--- config.mk ---
export PLATFORM = sky130hd
export DESIGN_NAME = pafk_fifo
export DESIGN_NICKNAME = d
export VERILOG_FILES = /design/src/hw/rtl/pafk_pkg.sv /design/src/hw/rtl/pafk_fifo.sv
export SDC_FILE = /design/constraint.sdc
export NUM_CORES = 1
export LEC_CHECK = 0
export ABC_AREA = 0
export BUFFER_PORTS_ARGS = -buffer_cell sky130_fd_sc_hd__buf_2
export CAP_MARGIN = 20
export CORE_ASPECT_RATIO = 0.6
export CORE_MARGIN = 2
export CORE_UTILIZATION = 45
export DETAILED_ROUTE_END_ITERATION = 8
export HOLD_SLACK_MARGIN = 0.1
export PLACE_DENSITY = 0.68
export SYNTH_ARGS = -nofsm -noshare
export SYNTH_HDL_FRONTEND = slang
export SYNTH_SLANG_ARGS = --single-unit
export TNS_END_PERCENT = 10
--- constraint.sdc ---
create_clock -name clk -period 3.9 [get_ports clk]
set_input_delay 0.78 -clock clk [delete_from_list [all_inputs] [get_ports clk]]
set_output_delay 0.78 -clock clk [all_outputs]
set_load 0.005 [all_outputs]
--- src/hw/rtl/pafk_pkg.sv ---
// Shared types, constants and helpers for the planar arm forward kinematics block.
// No dependencies; every other file imports this package.
package pafk_pkg;

	localparam int CORDIC_STEPS = 16;
	localparam int LINK_COUNT   = 3;
	localparam int NLINK        = (LINK_COUNT > 3) ? 3 : LINK_COUNT;
	localparam int CORDIC_LAT   = CORDIC_STEPS + 2;
	localparam int QDEPTH       = 4;
	localparam int QAW          = 2;
	localparam int CW           = 34;
	localparam int JW           = 38;

	localparam logic [2:0] REG_LEN_ONE   = 3'd0;
	localparam logic [2:0] REG_LEN_TWO   = 3'd1;
	localparam logic [2:0] REG_LEN_THREE = 3'd2;
	localparam logic [2:0] REG_HEIGHT    = 3'd3;

	typedef struct packed {
		logic [31:0]        bx;
		logic [31:0]        by;
		logic signed [17:0] s1;
		logic signed [17:0] s2;
		logic signed [17:0] s3;
	} job_t;

	typedef struct packed {
		logic        vld;
		logic [1:0]  idx;
		logic        last;
		logic [31:0] len;
		logic [31:0] bx;
		logic [31:0] by;
	} tag_t;

	function automatic logic [31:0] atan_at(input logic [4:0] i);
		logic [31:0] a;
		unique case (i)
			5'd0:  a = 32'h20000000;
			5'd1:  a = 32'h12E4051E;
			5'd2:  a = 32'h09FB385B;
			5'd3:  a = 32'h051111D4;
			5'd4:  a = 32'h028B0D43;
			5'd5:  a = 32'h0145D7E1;
			5'd6:  a = 32'h00A2F61E;
			5'd7:  a = 32'h00517C55;
			5'd8:  a = 32'h0028BE53;
			5'd9:  a = 32'h00145F2F;
			5'd10: a = 32'h000A2F98;
			5'd11: a = 32'h000517CC;
			5'd12: a = 32'h00028BE6;
			5'd13: a = 32'h000145F3;
			5'd14: a = 32'h0000A2FA;
			5'd15: a = 32'h0000517D;
			5'd16: a = 32'h000028BE;
			5'd17: a = 32'h0000145F;
			5'd18: a = 32'h00000A30;
			5'd19: a = 32'h00000518;
			5'd20: a = 32'h0000028C;
			5'd21: a = 32'h00000146;
			5'd22: a = 32'h000000A3;
			5'd23: a = 32'h00000051;
			default: a = 32'h0;
		endcase
		return a;
	endfunction

	function automatic logic signed [15:0] to_q15(input logic signed [35:0] v);
		logic signed [35:0] r;
		r = (v + 36'sd16384) >>> 15;
		if (r > 36'sd32767)
			return 16'sh7FFF;
		else if (r < -36'sd32768)
			return 16'sh8000;
		return r[15:0];
	endfunction

	function automatic logic [31:0] sat32(input logic signed [JW-1:0] v);
		if (v > JW'(64'sd2147483647))
			return 32'h7FFFFFFF;
		else if (v < -JW'(64'sd2147483648))
			return 32'h80000000;
		return v[31:0];
	endfunction

endpackage

--- src/hw/rtl/pafk_fifo.sv ---
// Short job queue between the front and the back of the kinematics block.
// Depends on pafk_pkg for the job type and depth.
module pafk_fifo import pafk_pkg::*; (
	input  logic clk,
	input  logic arst_n,
	input  logic push,
	input  job_t din,
	output logic full,
	input  logic pop,
	output job_t dout,
	output logic nonempty
);

	job_t         mem_q [QDEPTH];
	logic [QAW-1:0] wp_q;
	logic [QAW-1:0] rp_q;
	logic [QAW:0]   cnt_q;

	assign full     = (cnt_q == (QAW+1)'(QDEPTH));
	assign nonempty = (cnt_q != '0);
	assign dout     = mem_q[rp_q];

	always_ff @(posedge clk) begin
		if (push)
			mem_q[wp_q] <= din;
	end

	always_ff @(posedge clk or negedge arst_n) begin
		if (!arst_n) begin
			wp_q  <= '0;
			rp_q  <= '0;
			cnt_q <= '0;
		end else begin
			if (push)
				wp_q <= wp_q + 1'b1;
			if (pop)
				rp_q <= rp_q + 1'b1;
			if (push && !pop)
				cnt_q <= cnt_q + 1'b1;
			else if (pop && !push)
				cnt_q <= cnt_q - 1'b1;
		end
	end

endmodule

---- Yosys cells after proc, flatten, opt, wreduce, memory -nomap -nowiden ----
Memory sizes are Yosys's and may differ from the RTL's.
Index checks and enable logic that the tools add are counted.
operators by class
  muxes and demuxes ....................... 4
  $add $sub $neg .......................... 4
  equality and inequality tests ........... 1
  reduce and logical (&&, ||, !) cells .... 6
operators with widths
  cell                 number
  $mux 3               2
  $add 2x1->2 const B  2
  $add 3x1->3 const B  1
  $eq 3x3->1 const B   1
  $reduce_bool 3->1    1
  $sub 3x1->3 const B  1
  $logic_and 1x1->1    2
  $logic_not 1->1      2
  $mux 1               2
  $reduce_bool 2->1    1
word-level totals
  RAM bits ................................ 472
  logic and storage cells ................. 19
  bits of input ports ..................... 122
  output and inout port bits .............. 120
  register bits after elaboration ......... 7
  memories ................................ 1
memory list
  memory  words  width  rd ports  clocked after Yosys merged registers in  write ports  line             RTL
  mem_q   4      118    1         0                                        1            pafk_fifo.sv:14  job_t mem_q [QDEPTH];

---- Depth between registers and ports, before layout ----
  word-level depth ........................ 4
  gate-level depth with buffers ........... 7
  mapped depth without buffers ............ 7

---- Least setup slack after synthesis ----
OpenSTA, ideal clock, no wires.
  kind .................................... input-to-reg
  start point ............................. in push
  end point ............................... mem mem_q[1][0] (netlist name) (enable)
  stages .................................. 1
  path buffers ............................ 0
  setup time .............................. 0.490 ns
  path slack .............................. -0.080 ns
  required time ........................... 3.410 ns
  data arrival time ....................... 3.490 ns
  cell sequence ........................... and2_1
between the ends
  word-level cells in the longest chain between the ends .. 2
RTL lines
  item                          line             RTL
  from (decl)                   pafk_fifo.sv:6   input logic push,
  $mux 1                        pafk_fifo.sv:24  if (push)
  $mux 1 (not written as such)  pafk_fifo.sv:25  mem_q[wp_q] <= din;
  to (decl)                     pafk_fifo.sv:14
No other way between the ends.

==> reports/metrics.yaml <==
status: "finished clean"
synthCells: 650
nets: 1054
hold_start: "din[1]"
pwr-share-seq: 0.471
hold_path_class: "in -> reg"
dp_cells: 1393
first_iter_violations: 539
ctsResizeCount: 0
critPathRequiredTime_ns: 3.12
gp_congestion: 0.7123
path_cells: "buf_12, mux4_2, buf_2"
cap_violations: 0
final.fill_count: 2851
fin_area_sq_um: 20610
fin_cells: 1478
cts_tree: "built"
rows: 55
crit_start: "rp_q[0]$_DFFE_PN0P_"
post_drt_wl_per_cell_microns: 22.22
die_w_microns: 258.0
ys_seq_elements: 479
synthesis.nets: 778
grt_pass1_vias: 8140
ant_nets: 0
htreeDepth: 2
rrSetupSlack_ns: 1.91
critPathBufInv: 2
power.internal_w: 0.01093
via_per_inst: 5.171
avgSynthCellArea_sq_um: 26.79
slowest_stage: "dfrtp_4"
grt_usage: 0.1630
setup_viol: 0
seq_area_frac_synth: 0.8239
worst_skew_pair.late_latency_ns: 0.54
dpl.hpwl_microns: 19710
reg2reg_depth: 4
leakagePower_nw: 6.972
syn_area_sq_um: 17420
rsz0062_at_grt: "false"
drt_pass1_iterations: 4
drive_gt1_frac: 0.4594
final_common_cell: "edfxtp_1"
start_util: 0.4593
hold_slack_ns: 0.4465
reg2reg_from: "wp_q[0]$_DFFE_PN0P_"
ios: 242
cp-end-kind: "output port"
whs_path_depth: 1
p_sw_frac: 0.2742
min_delay_worst_endpoint: "mem_q[2][1]$_DFFE_PP_"
worstSetupPathType: "reg -> out"
synth_cell_types: 19
fin_crit_ns: 3.210
antenna_found_initial: 7
hold_viol: 0
startpoint_type: "register"
crit_fanout: 50
drv_slew: 0
fin_tns_setup_ns: 0
numCtsBuffers: 43
root_buffer: "clkbuf_16"
worst_pin_slew_ns: 0.9608
grt_overflow: 0
grt_pass1_wl_microns: 49120
power.share.clock: 0.263
worstPathArrival_ns: 2.43
max_stage_delay_ns: 0.66
placed_area_sq_um: 19280
die-area_sq_um: 40350
clock.fmax_ghz: 0.3116
finish.utilization: 0.5436
ir_drop_mv: 0.4774
layout-area-overhead-vs-synth_pct: 18.34
worst-path-stages: 3
post-route-period-util: 0.8230
max_slew_margin: 0.3594
vias: 7642
io_buffers: 241
cts_num_sinks: 479
cpLargestDelayFamily: "flip-flops"
drt-total-wl_microns: 32840
drcViolationCount: 0
comb_power_share: 0.266
cts_buffer_depth: 3
synth_warnings: 0
power_density_nw_per_um2: 730.9
r2r-end: "mem_q[0][31]$_DFFE_PP_"
core_sq_um: 37920
grt_max_degree: 67
clk_pin_slew_ns: 0.07
power_switching_w: 0.004131
fin_skew_ns: 0.02121
final_cell_mix: "472 x edfxtp_1, 241 x buf_2, 118 x mux4_2"
dieHeight_microns: 156.4
==> worst max-delay path by stage <==
stage | endpoint
floorplan | mem_q[3][0]$_DFFE_PP_
global placement | dout[24]
detailed placement | dout[24]
CTS | dout[22]
global route | dout[22]
finish | dout[22]
==> through the flow <==
stage,worst slack [ns],total power (W)
finish,0.6902,0.01506
CTS,0.6139,0.01533
global placement,1.235,0.01127
floorplan,-0.06794,0.009680
detailed placement,1.228,0.01135
global route,0.5242,0.01583
==> worst reg2reg max path, cell delays in order (launching register included) <==
cell and delay [ns]:
dfrtp_1 0.42, inv_1 0.10, ha_1 0.14, and2_4 0.38, buf_4 0.55
==> area by class of cell <==
| type | count | area (sq um) | area share |
|---|---|---|---|
| timing repair buffer | 257 | 1404 | 0.06811 |
| multi-input combinational | 141 | 2869 | 0.1392 |
| clock inverter | 19 | 130.1 | 0.006313 |
| tap | 513 | 641.9 | 0.03114 |
| clock buffer | 60 | 1182 | 0.05737 |
| inverter | 4 | 15.01 | 0.0007285 |
| sequential | 479 | 14360 | 0.6965 |
| antenna | 5 | 12.51 | 0.0006071 |
==> routing by layer <==
metal	share of wire	routed length [microns]	vias to the layer above	global-route usage
met5	0.00021	7	-	0
met4	0.018	599	2	0.04184
met3	0.071	2327	43	0.05053
met2	0.47	15400	216	0.2550
met1	0.44	14510	4014	0.2258
li1	-	-	3367	-
==> flip-flops by register name (all words and copies together), names as in the netlist <==
register,count
mem_q,472
wp_q,2
cnt_q,3
rp_q,2
==> cell usage after synthesis (all sizes together) <==
cell,number,area share
and2,4,0.0014
buf,25,0.011
clkbuf,1,0.00022
dfrtp,7,0.010
edfxtp,472,0.81
fa,1,0.0011
ha,5,0.0036
inv,4,0.00086
mux2,1,0.00065
mux4,118,0.15
nand2,2,0.00043
nor2,1,0.00022
nor3b,1,0.00043
o21ai,1,0.00029
or3,1,0.00036
xnor2,2,0.0010
xor2,4,0.0020
==> power groups by stage <==
stage,sequential (W),combinational (W),clock (W)
after floorplan,0.00706,0.00262,0
after CTS,0.00711,0.00414,0.00408
after detailed placement,0.00722,0.00413,0
after global placement,0.00718,0.00409,0
after global routing,0.00719,0.00436,0.00429
final,0.00709,0.00401,0.00396
==> kinds of logic after synthesis <==
group	count (synthesis)	synth area share
flops	479	0.8239
mux	119	0.1532
buf+inv	30	0.01200
simple gates	9	0.002874
xor+xnor	6	0.003017
fa+ha+maj	6	0.004741
compound gates	1	0.0002871
==> repair_timing <==
action,CTS,global route
hold buffers,1,0
setup buffers,0,0
endpoints found under the hold margin,7,0
Note: power is estimated with default switching activity, not from simulation.
