--- src/hw/rtl/pafk_pkg.sv ---
// Shared types, constants and helpers for the planar arm forward kinematics block.
// No dependencies; every other file imports this package.
package pafk_pkg;

	localparam int CORDIC_STEPS = 16;
	localparam int LINK_COUNT   = 3;
	localparam int NLINK        = (LINK_COUNT > 3) ? 3 : LINK_COUNT;
	localparam int CORDIC_LAT   = CORDIC_STEPS + 2;
	localparam int QDEPTH       = 4;
	localparam int QAW          = 2;
	localparam int CW           = 34;
	localparam int JW           = 38;

	localparam logic [2:0] REG_LEN_ONE   = 3'd0;
	localparam logic [2:0] REG_LEN_TWO   = 3'd1;
	localparam logic [2:0] REG_LEN_THREE = 3'd2;
	localparam logic [2:0] REG_HEIGHT    = 3'd3;

	typedef struct packed {
		logic [31:0]        bx;
		logic [31:0]        by;
		logic signed [17:0] s1;
		logic signed [17:0] s2;
		logic signed [17:0] s3;
	} job_t;

	typedef struct packed {
		logic        vld;
		logic [1:0]  idx;
		logic        last;
		logic [31:0] len;
		logic [31:0] bx;
		logic [31:0] by;
	} tag_t;

	function automatic logic [31:0] atan_at(input logic [4:0] i);
		logic [31:0] a;
		unique case (i)
			5'd0:  a = 32'h20000000;
			5'd1:  a = 32'h12E4051E;
			5'd2:  a = 32'h09FB385B;
			5'd3:  a = 32'h051111D4;
			5'd4:  a = 32'h028B0D43;
			5'd5:  a = 32'h0145D7E1;
			5'd6:  a = 32'h00A2F61E;
			5'd7:  a = 32'h00517C55;
			5'd8:  a = 32'h0028BE53;
			5'd9:  a = 32'h00145F2F;
			5'd10: a = 32'h000A2F98;
			5'd11: a = 32'h000517CC;
			5'd12: a = 32'h00028BE6;
			5'd13: a = 32'h000145F3;
			5'd14: a = 32'h0000A2FA;
			5'd15: a = 32'h0000517D;
			5'd16: a = 32'h000028BE;
			5'd17: a = 32'h0000145F;
			5'd18: a = 32'h00000A30;
			5'd19: a = 32'h00000518;
			5'd20: a = 32'h0000028C;
			5'd21: a = 32'h00000146;
			5'd22: a = 32'h000000A3;
			5'd23: a = 32'h00000051;
			default: a = 32'h0;
		endcase
		return a;
	endfunction

	function automatic logic signed [15:0] to_q15(input logic signed [35:0] v);
		logic signed [35:0] r;
		r = (v + 36'sd16384) >>> 15;
		if (r > 36'sd32767)
			return 16'sh7FFF;
		else if (r < -36'sd32768)
			return 16'sh8000;
		return r[15:0];
	endfunction

	function automatic logic [31:0] sat32(input logic signed [JW-1:0] v);
		if (v > JW'(64'sd2147483647))
			return 32'h7FFFFFFF;
		else if (v < -JW'(64'sd2147483648))
			return 32'h80000000;
		return v[31:0];
	endfunction

endpackage

--- src/hw/rtl/pafk_front.sv ---
// Input side: takes items, forms the cumulative joint angles, pushes jobs.
// Depends on pafk_pkg and feeds pafk_fifo.
module pafk_front import pafk_pkg::*; (
	input  logic         s_axis_tvalid,
	output logic         s_axis_tready,
	input  logic [111:0] s_axis_tdata,  // base_x, base_y, joint_angle_one/two/three
	input  logic         q_full,
	output logic         push,
	output job_t         job
);

	logic signed [15:0] ja1, ja2, ja3;

	assign ja1 = s_axis_tdata[79:64];
	assign ja2 = s_axis_tdata[95:80];
	assign ja3 = s_axis_tdata[111:96];

	assign s_axis_tready = !q_full;
	assign push          = s_axis_tvalid && !q_full;

	always_comb begin
		job.bx = s_axis_tdata[31:0];
		job.by = s_axis_tdata[63:32];
		job.s1 = 18'(ja1);
		job.s2 = job.s1 + 18'(ja2);
		job.s3 = job.s2 + 18'(ja3);
	end

endmodule

--- config.mk ---
export PLATFORM = sky130hd
export DESIGN_NAME = pafk_front
export DESIGN_NICKNAME = d
export VERILOG_FILES = /design/src/hw/rtl/pafk_pkg.sv /design/src/hw/rtl/pafk_front.sv
export SDC_FILE = /design/constraint.sdc
export NUM_CORES = 1
export LEC_CHECK = 0
export BUFFER_PORTS_ARGS = -buffer_cell sky130_fd_sc_hd__buf_4
export CAP_MARGIN = 10
export CELL_PAD_IN_SITES_DETAIL_PLACEMENT = 0
export CELL_PAD_IN_SITES_GLOBAL_PLACEMENT = 2
export CORE_ASPECT_RATIO = 1.1
export CORE_UTILIZATION = 14
export DETAILED_ROUTE_END_ITERATION = 8
export GPL_ROUTABILITY_DRIVEN = 1
export MAX_ROUTING_LAYER = met4
export PLACE_DENSITY_LB_ADDON = 0.1
export SYNTH_ARGS = -nofsm -noshare
export SYNTH_HDL_FRONTEND = slang
export SYNTH_SLANG_ARGS = --single-unit
--- constraint.sdc ---
create_clock -name vclk -period 3.9
set_input_delay 0.585 -clock vclk [all_inputs]
set_output_delay 0.585 -clock vclk [all_outputs]
set_load 0.05 [all_outputs]
After elaboration in Yosys (flattened, before gate mapping)
Cells that the tools add are included.
Widths: inputs -> output; s select.

storage, ports and cells
  flip-flop bits (word level) = 0
  bits of input ports = 114
  output and inout bits = 120
  word-level logic and storage cells = 4

operators by class
  $add $sub $neg = 2
  reduce and logical (&&, ||, !) cells = 2

operators by type and width
  cell               count
  $add 17x16->18     1
  $add 16x16->17     1
  $logic_and 1x1->1  1
  $logic_not 1->1    1

Longest topological paths before layout
Gate-level depths: netlist (run 1).

  depth in word-level cells = 2
  depth in mapped cells = 15
  mapped depth without buffers = 15

Worst setup path before layout (run 1)
OpenSTA, ideal clock, no wires.

  path kind = input -> output
  start point = input port s_axis_tdata[66]
  end point = output port job[16] in the netlist's numbering
  data arrival time = 5684 ps
  path slack = -2369 ps
  stages on the path = 14
  path buffers = 0
  path through = ha_1 -> o21ai_0 -> nor3_1 -> nor2_1 -> o21ai_2 -> a21oi_1 -> o311ai_0 -> ha_1 -> a21o_1 -> a21oi_1 -> nor2b_1 -> a311oi_1 -> o31ai_1 -> xnor2_1

RTL lines
  what                line             RTL
  start: declaration  pafk_front.sv:6  input logic [111:0] s_axis_tdata,
  end: declaration    pafk_front.sv:9  output job_t job

==> impl_metrics.csv, run 1 <==
group,metric,value,unit
setup_path,setup.worst_path.end_class,"output port",
timing,min_period_over_period,1.059,
setup_path,slowest_delay,0.41,ns
setup_path,cp_max_fo,2,
pwr,p_comb_frac,1.000,
timing,finalHoldViolations,0,
setup_path,cp_common_cell,"sky130_fd_sc_hd__a21o_1",
finish,regArea,0,µm²
finish,diodes,0,
pwr,vdd_drop_max,0.1156,mV
floorplan,initial_core_util,0.1453,
finish,areaGrowthSynthToFinish,104.8,%
timing,hold_slack,1.170,ns
placement,gp_congestion,0.7288,
global_routing,grt_first_pass_wirelength,11750,µm
setup_path,slowest_stage,"sky130_fd_sc_hd__a2111o_1",
setup_path,cp.arrival,3.54,ns
job,drv.max_cap_violation_count,0,
pwr,total_leakage_power,1.955,nW
finish,num-nets-final,560,
pwr,internal_power,0.9010,mW
placement,hpwl,6843,µm
synthesis,synth_area_per_cell,7.424,µm²
detailed_routing,average_wire_per_cell_in_the_routed_design,12.81,µm
synthesis,yosysTopAreaCellShare,0.2945,
detailed_routing,detail_route.vias_per_cell,3.874,
synthesis,post_synth_design_cell_area,2116,µm²
floorplan,die-height,130.9,µm
synthesis,mappedNetlistNets,434,
global_routing,grt_overflow_total,0,
run_status,outcome,"finished with violations",
pwr,switching_share,0.5551,
setup_path,worst_setup_path_start_kind,"input pin",
finish,drive_gt1_frac,0.7457,
floorplan,placement_rows,46,
timing,setup_repair_after_global_routing_missed_its_margin,"true",
detailed_routing,ant_nets,0,
timing,relSlewSlack,0.7738,
pwr,power.sequential.fraction,0,
timing,finalWorstSetupSlack,-0.2298,ns
detailed_routing,route.final.wire_length,7696,µm
finish,layout.clock_buffers,0,
run_status,failed_checks,"setup timing",
synthesis,synthDominantAreaCellType,"sky130_fd_sc_hd__buf_4",
global_routing,first_global_vias,2454,
floorplan,die_w,119.2,µm
timing,finalWorstPathRequiredPeriod,4.130,ns
pwr,power.switching,1.124,mW
floorplan,fp.dieArea,15610,µm²
detailed_routing,route.vias.total,2328,
clocking,cts.hold.buffers_added,0,
timing,finalSetupTns,-0.9930,ns
detailed_routing,drt_iter0_drcs,11,
synthesis,post-synth-top-count-cell,"sky130_fd_sc_hd__buf_4",
timing,report.final.setup_viol,8,
finish,nFlopsAndLatches,0,
global_routing,track_usage,0.09473,
synthesis,ys_seq_area_frac,0,
global_routing,grt_antenna_before_repair,0,
setup_path,criticalPathCategory,"input pin to output port",
placement,place.port_buffers,106,
detailed_routing,drt-pass1-iter-count,2,
pwr,power.density,467.3,nW/µm²
timing,fmax,0.2421,GHz
setup_path,critPathRequiredTime,3.31,ns
floorplan,fp.coreArea,14560,µm²
floorplan,num_io_pins,234,
synthesis,synth_common_cells,"83 x sky130_fd_sc_hd__buf_4, 33 x sky130_fd_sc_hd__ha_1, 27 x sky130_fd_sc_hd__a21oi_1",
synthesis,yosysWarnings,0,
timing,final-max-slew-violation-count,0,
synthesis,ys_top_cells_by_area,"sky130_fd_sc_hd__buf_4 29%, sky130_fd_sc_hd__ha_1 20%, sky130_fd_sc_hd__xnor2_1 7.5%",
global_routing,grt_start_max_net_pins,8,
pwr,share_clk_of_total_power,0,
synthesis,yosysUniqueCellTypes,39,
min_path,hold_path_depth,0,
timing,max_slew.worst_pin.slew,0.3385,ns
synthesis,synthesis.instances,285,
detailed_routing,drcViolationCount,0,
setup_path,crit_path_cell_trace,"buf_6 -> ha_4 -> fa_2 -> a21o_1 -> a21o_1 -> a21oi_4 -> nand2_2 -> xnor2_4 -> ha_4 -> a21o_1 -> a21o_1 -> a21oi_2 -> o21ai_1 -> a2111o_1 -> o2bb2ai_4 -> buf_8",
min_path,hold_path.class,"input pin to output port",
==> power groups by stage <==
stage	combinational, mW	clock [mW]	sequential [mW]
floorplan	1.34	0	0
global placement	1.78	0	0
detailed placement	1.77	0	0
CTS	1.94	0	0
global route	2.16	0	0
finish	2.03	0	0
==> through the flow <==
step           cells  utilization  setup slack (ns)  instance area (µm²)  total power [mW]
2_1_floorplan    285            -           -0.4691                 2709             1.341
5_1_grt          601       0.2976           -0.3453                 4334             2.156
4_1_cts          595       0.2817           -0.3057                 4101             1.941
6_report         601       0.2976           -0.2298                 4334             2.025
3_5_place_dp     588       0.2598           -0.4788                 3782             1.773
3_3_place_gp     588       0.2598           -0.4640                 3782             1.780
==> path summary, 6_finish.rpt <==
check	startpoint	to	slack, ns
worst min-delay path	s_axis_tdata[24]	job[110]	1.17
worst max-delay path	s_axis_tdata[64]	job[17]	-0.23
==> cell usage in the layout, fill, tap and decap left out, types with 4 or more instances in the layout <==
cell type                 synthesis  routed
sky130_fd_sc_hd__ha_1            33      17
sky130_fd_sc_hd__o21ai_2          1       4
sky130_fd_sc_hd__a21oi_2          2       9
sky130_fd_sc_hd__xnor2_4          0       8
sky130_fd_sc_hd__nor2_2           0       4
sky130_fd_sc_hd__xnor2_2          0       7
sky130_fd_sc_hd__inv_1            8       8
sky130_fd_sc_hd__a21oi_4          0       8
sky130_fd_sc_hd__xor2_2           0       4
sky130_fd_sc_hd__nor2_1          13       9
sky130_fd_sc_hd__o21ai_0         17       9
sky130_fd_sc_hd__buf_4           83     187
sky130_fd_sc_hd__a21oi_1         27      12
sky130_fd_sc_hd__ha_4             0      16
sky130_fd_sc_hd__o21ai_4          0       4
sky130_fd_sc_hd__buf_6            0      18
sky130_fd_sc_hd__nand2_1         13      10
sky130_fd_sc_hd__a21o_1          12      12
==> cells by family after synthesis <==
logic type,count (synthesis),synth area share
buf+inv,92,0.3105
fa+ha+maj,35,0.2141
compound gates,91,0.2809
simple gates,41,0.08693
xor+xnor,26,0.1076
==> layout make-up <==
class | count | area, µm²
fill | 1527 | 10230
multi-input combinational | 193 | 2407
tap | 192 | 240.2
timing repair buffer | 208 | 1657
inverter | 8 | 30.03
==> critical path: cells and delay by family <==
| family | cells | cell delay [ns] |
|---|---|---|
| simple gates | 1 | 0.11 |
| xor+xnor | 1 | 0.18 |
| fa+ha+maj | 3 | 0.73 |
| compound gates | 9 | 1.68 |
| buf+inv | 2 | 0.26 |
==> per-layer routing <==
metal | track usage | up-vias | wire length [µm]
li1 | - | 1185 | -
met1 | 0.1155 | 1071 | 3247
met2 | 0.1737 | 58 | 4050
met3 | 0.004340 | 14 | 284
met4 | 0.01862 | 0 | 114
met5 | - | - | 0
==> repair_timing <==
action,in CTS,in global routing
resized for setup,47,32
endpoints found under the setup margin,11,12
buffers inserted,7,7
pin swaps,37,24
Power figures use the tool's default switching activity.
==> run 2: changes to the inputs <==
--- a/config.mk
+++ b/config.mk
@@ -10,7 +10,7 @@
 export CELL_PAD_IN_SITES_DETAIL_PLACEMENT = 0
 export CELL_PAD_IN_SITES_GLOBAL_PLACEMENT = 2
 export CORE_ASPECT_RATIO = 1.1
-export CORE_UTILIZATION = 14
+export CORE_UTILIZATION = 16
 export DETAILED_ROUTE_END_ITERATION = 8
 export GPL_ROUTABILITY_DRIVEN = 1
 export MAX_ROUTING_LAYER = met4
==> constraint.sdc (replaced) <==
create_clock -name vclk -period 4
set_input_delay 0.6 -clock vclk [all_inputs]
set_output_delay 0.6 -clock vclk [all_outputs]
set_load 0.05 [all_outputs]
==> run 2 against run 1 <==
Effect of this change:
- the run ends with DRC, setup timing left
- count of clock-buffer cells in the layout unchanged
- first-iteration DRC count rose to 5.5 times the previous value
- combinational power down 3%
- critical endpoint unchanged
- largest power group unchanged
==> impl_metrics.csv, run 2 (same netlist as run 1, synthesis figures left out) <==
group,metric,value,unit
finish,drive_gt1_frac,0.7450,
floorplan,num_io_pins,234,
timing,finalSetupTns,-0.5898,ns
setup_path,critPathRequiredTime,3.40,ns
finish,final_cell_mix,"180 x sky130_fd_sc_hd__buf_4, 21 x sky130_fd_sc_hd__buf_6, 17 x sky130_fd_sc_hd__ha_1, 16 x sky130_fd_sc_hd__ha_4, 12 x sky130_fd_sc_hd__a21o_1",
global_routing,grt_start_max_net_pins,8,
detailed_routing,drcViolationCount,18,
pwr,p_total,1.966,mW
finish,multiInputGateArea,2410,µm²
timing,finalWorstSetupSlack,-0.1708,ns
pwr,power.switching,1.092,mW
finish,nFlopsAndLatches,0,
run_status,failed_checks,"DRC, setup timing",
setup_path,cp.arrival,3.57,ns
timing,fmax,0.2398,GHz
detailed_routing,detail_route.vias_per_cell,4.080,
run_status,outcome,"finished with violations",
timing,finalWorstPathRequiredPeriod,4.171,ns
pwr,vdd_drop_max,0.1426,mV
pwr,share_clk_of_total_power,0,
timing,finalHoldViolations,0,
timing,final-max-slew-violation-count,0,
timing,max_slew.worst_pin.slew,0.3634,ns
finish,layout.clock_buffers,0,
floorplan,die_w,111.6,µm
detailed_routing,drt_iter0_drcs,60,
min_path,hold_path.class,"input pin to output port",
finish,diodes,0,
finish,layout_commonest_cell,"sky130_fd_sc_hd__buf_4",
finish,post-route-util,0.3336,
floorplan,fp.dieArea,13690,µm²
setup_path,criticalPathCategory,"input pin to output port",
placement,gp_congestion,0.7360,
pwr,power.density,462.2,nW/µm²
detailed_routing,route.final.wire_length,7406,µm
floorplan,initial_core_util,0.1659,
pwr,power.sequential.fraction,0,
setup_path,worst_setup_path_start_kind,"input pin",
timing,relSlewSlack,0.7552,
global_routing,grt_antenna_before_repair,0,
finish,num-fill-cells,1335,
placement,hpwl,6567,µm
floorplan,fp.coreArea,12750,µm²
detailed_routing,ant_nets,0,
setup_path,setup.worst_path.end_class,"output port",
timing,report.final.setup_viol,8,
job,drv.max_cap_violation_count,0,
pwr,switching_share,0.5554,
setup_path,cp_max_fo,2,
pwr,p_comb_frac,1.000,
global_routing,first_global_vias,2378,
finish,areaGrowthSynthToFinish,101.1,%
timing,min_period_over_period,1.043,
finish,regArea,0,µm²
timing,hold_slack,1.200,ns
pwr,internal_power,0.8741,mW
floorplan,placement_rows,43,
finish,post-route-cell-area,4254,µm²
floorplan,die-height,122.6,µm
detailed_routing,route.vias.total,2289,
finish,num-nets-final,555,
placement,place.port_buffers,106,
global_routing,grt_overflow_total,0,
placement,detailed_place.area,3665,µm²
detailed_routing,drt-pass1-iter-count,6,
clocking,cts.hold.buffers_added,0,
detailed_routing,average_wire_per_cell_in_the_routed_design,13.20,µm
global_routing,grt_first_pass_wirelength,11640,µm
timing,setup_repair_after_global_routing_missed_its_margin,"true",
global_routing,track_usage,0.1065,
pwr,total_leakage_power,1.928,nW
[run 2: cell types whose count changed in the layout (fill, tap and decap cells not counted), sizes merged]
cell	change
buf	-5
[run 2: worst max-delay path, cell delays in order]
cell and delay (ns):
sky130_fd_sc_hd__buf_8 0.10, sky130_fd_sc_hd__ha_4 0.15, sky130_fd_sc_hd__fa_2 0.35, sky130_fd_sc_hd__a21o_1 0.18, sky130_fd_sc_hd__a21o_1 0.19, sky130_fd_sc_hd__a21oi_4 0.16, sky130_fd_sc_hd__nand2_2 0.11, sky130_fd_sc_hd__xnor2_4 0.19
sky130_fd_sc_hd__ha_4 0.23, sky130_fd_sc_hd__a21o_1 0.16, sky130_fd_sc_hd__a21o_1 0.16, sky130_fd_sc_hd__a21oi_2 0.18, sky130_fd_sc_hd__o21ai_2 0.07, sky130_fd_sc_hd__a2111o_1 0.41, sky130_fd_sc_hd__o2bb2ai_4 0.15, sky130_fd_sc_hd__buf_6 0.17
[run 2: final timing paths]
| kind | end | from | slack [ns] | depth (start not counted) |
|---|---|---|---|---|
| worst min-delay path | job[110] | s_axis_tdata[24] | 1.20 | 0 |
| worst max-delay path | job[17] | s_axis_tdata[64] | -0.17 | 16 |
[run 2: power groups by stage]
stage	Sequential (mW)	Combinational [mW]	Clock, mW
final	0	1.97	0
after global routing	0	2.09	0
after CTS	0	1.88	0
after detailed placement	0	1.68	0
after global placement	0	1.69	0
after floorplan	0	1.28	0
[run 2: final cells by class]
| type | instances | share of cell area |
|---|---|---|
| inverters | 8 | 0.007059 |
| multi-input cells | 193 | 0.5665 |
| well taps | 157 | 0.04618 |
| repair buffers | 203 | 0.3803 |
[run 2: timing repair]
action,in CTS,in global routing
endpoints found under the setup margin,11,10
buffers inserted,10,5
resized for setup,55,35
pin swaps,35,17
[run 2: layer usage]
metal / up-vias / global-route usage / routed length, µm
li1: 1169 / - / -
met1: 1044 / 0.1359 / 3174
met2: 64 / 0.1910 / 3890
met3: 12 / 0.005432 / 304
met4: 0 / 0.01267 / 36
met5: - / - / 0
[run 2: metrics by stage]
stage,std cells,setup WS [ns]
2_1_floorplan,285,-0.3991
3_3_place_gp,547,-0.3984
3_5_place_dp,547,-0.3881
4_1_cts,557,-0.2439
5_1_grt,561,-0.2958
6_report,561,-0.1708
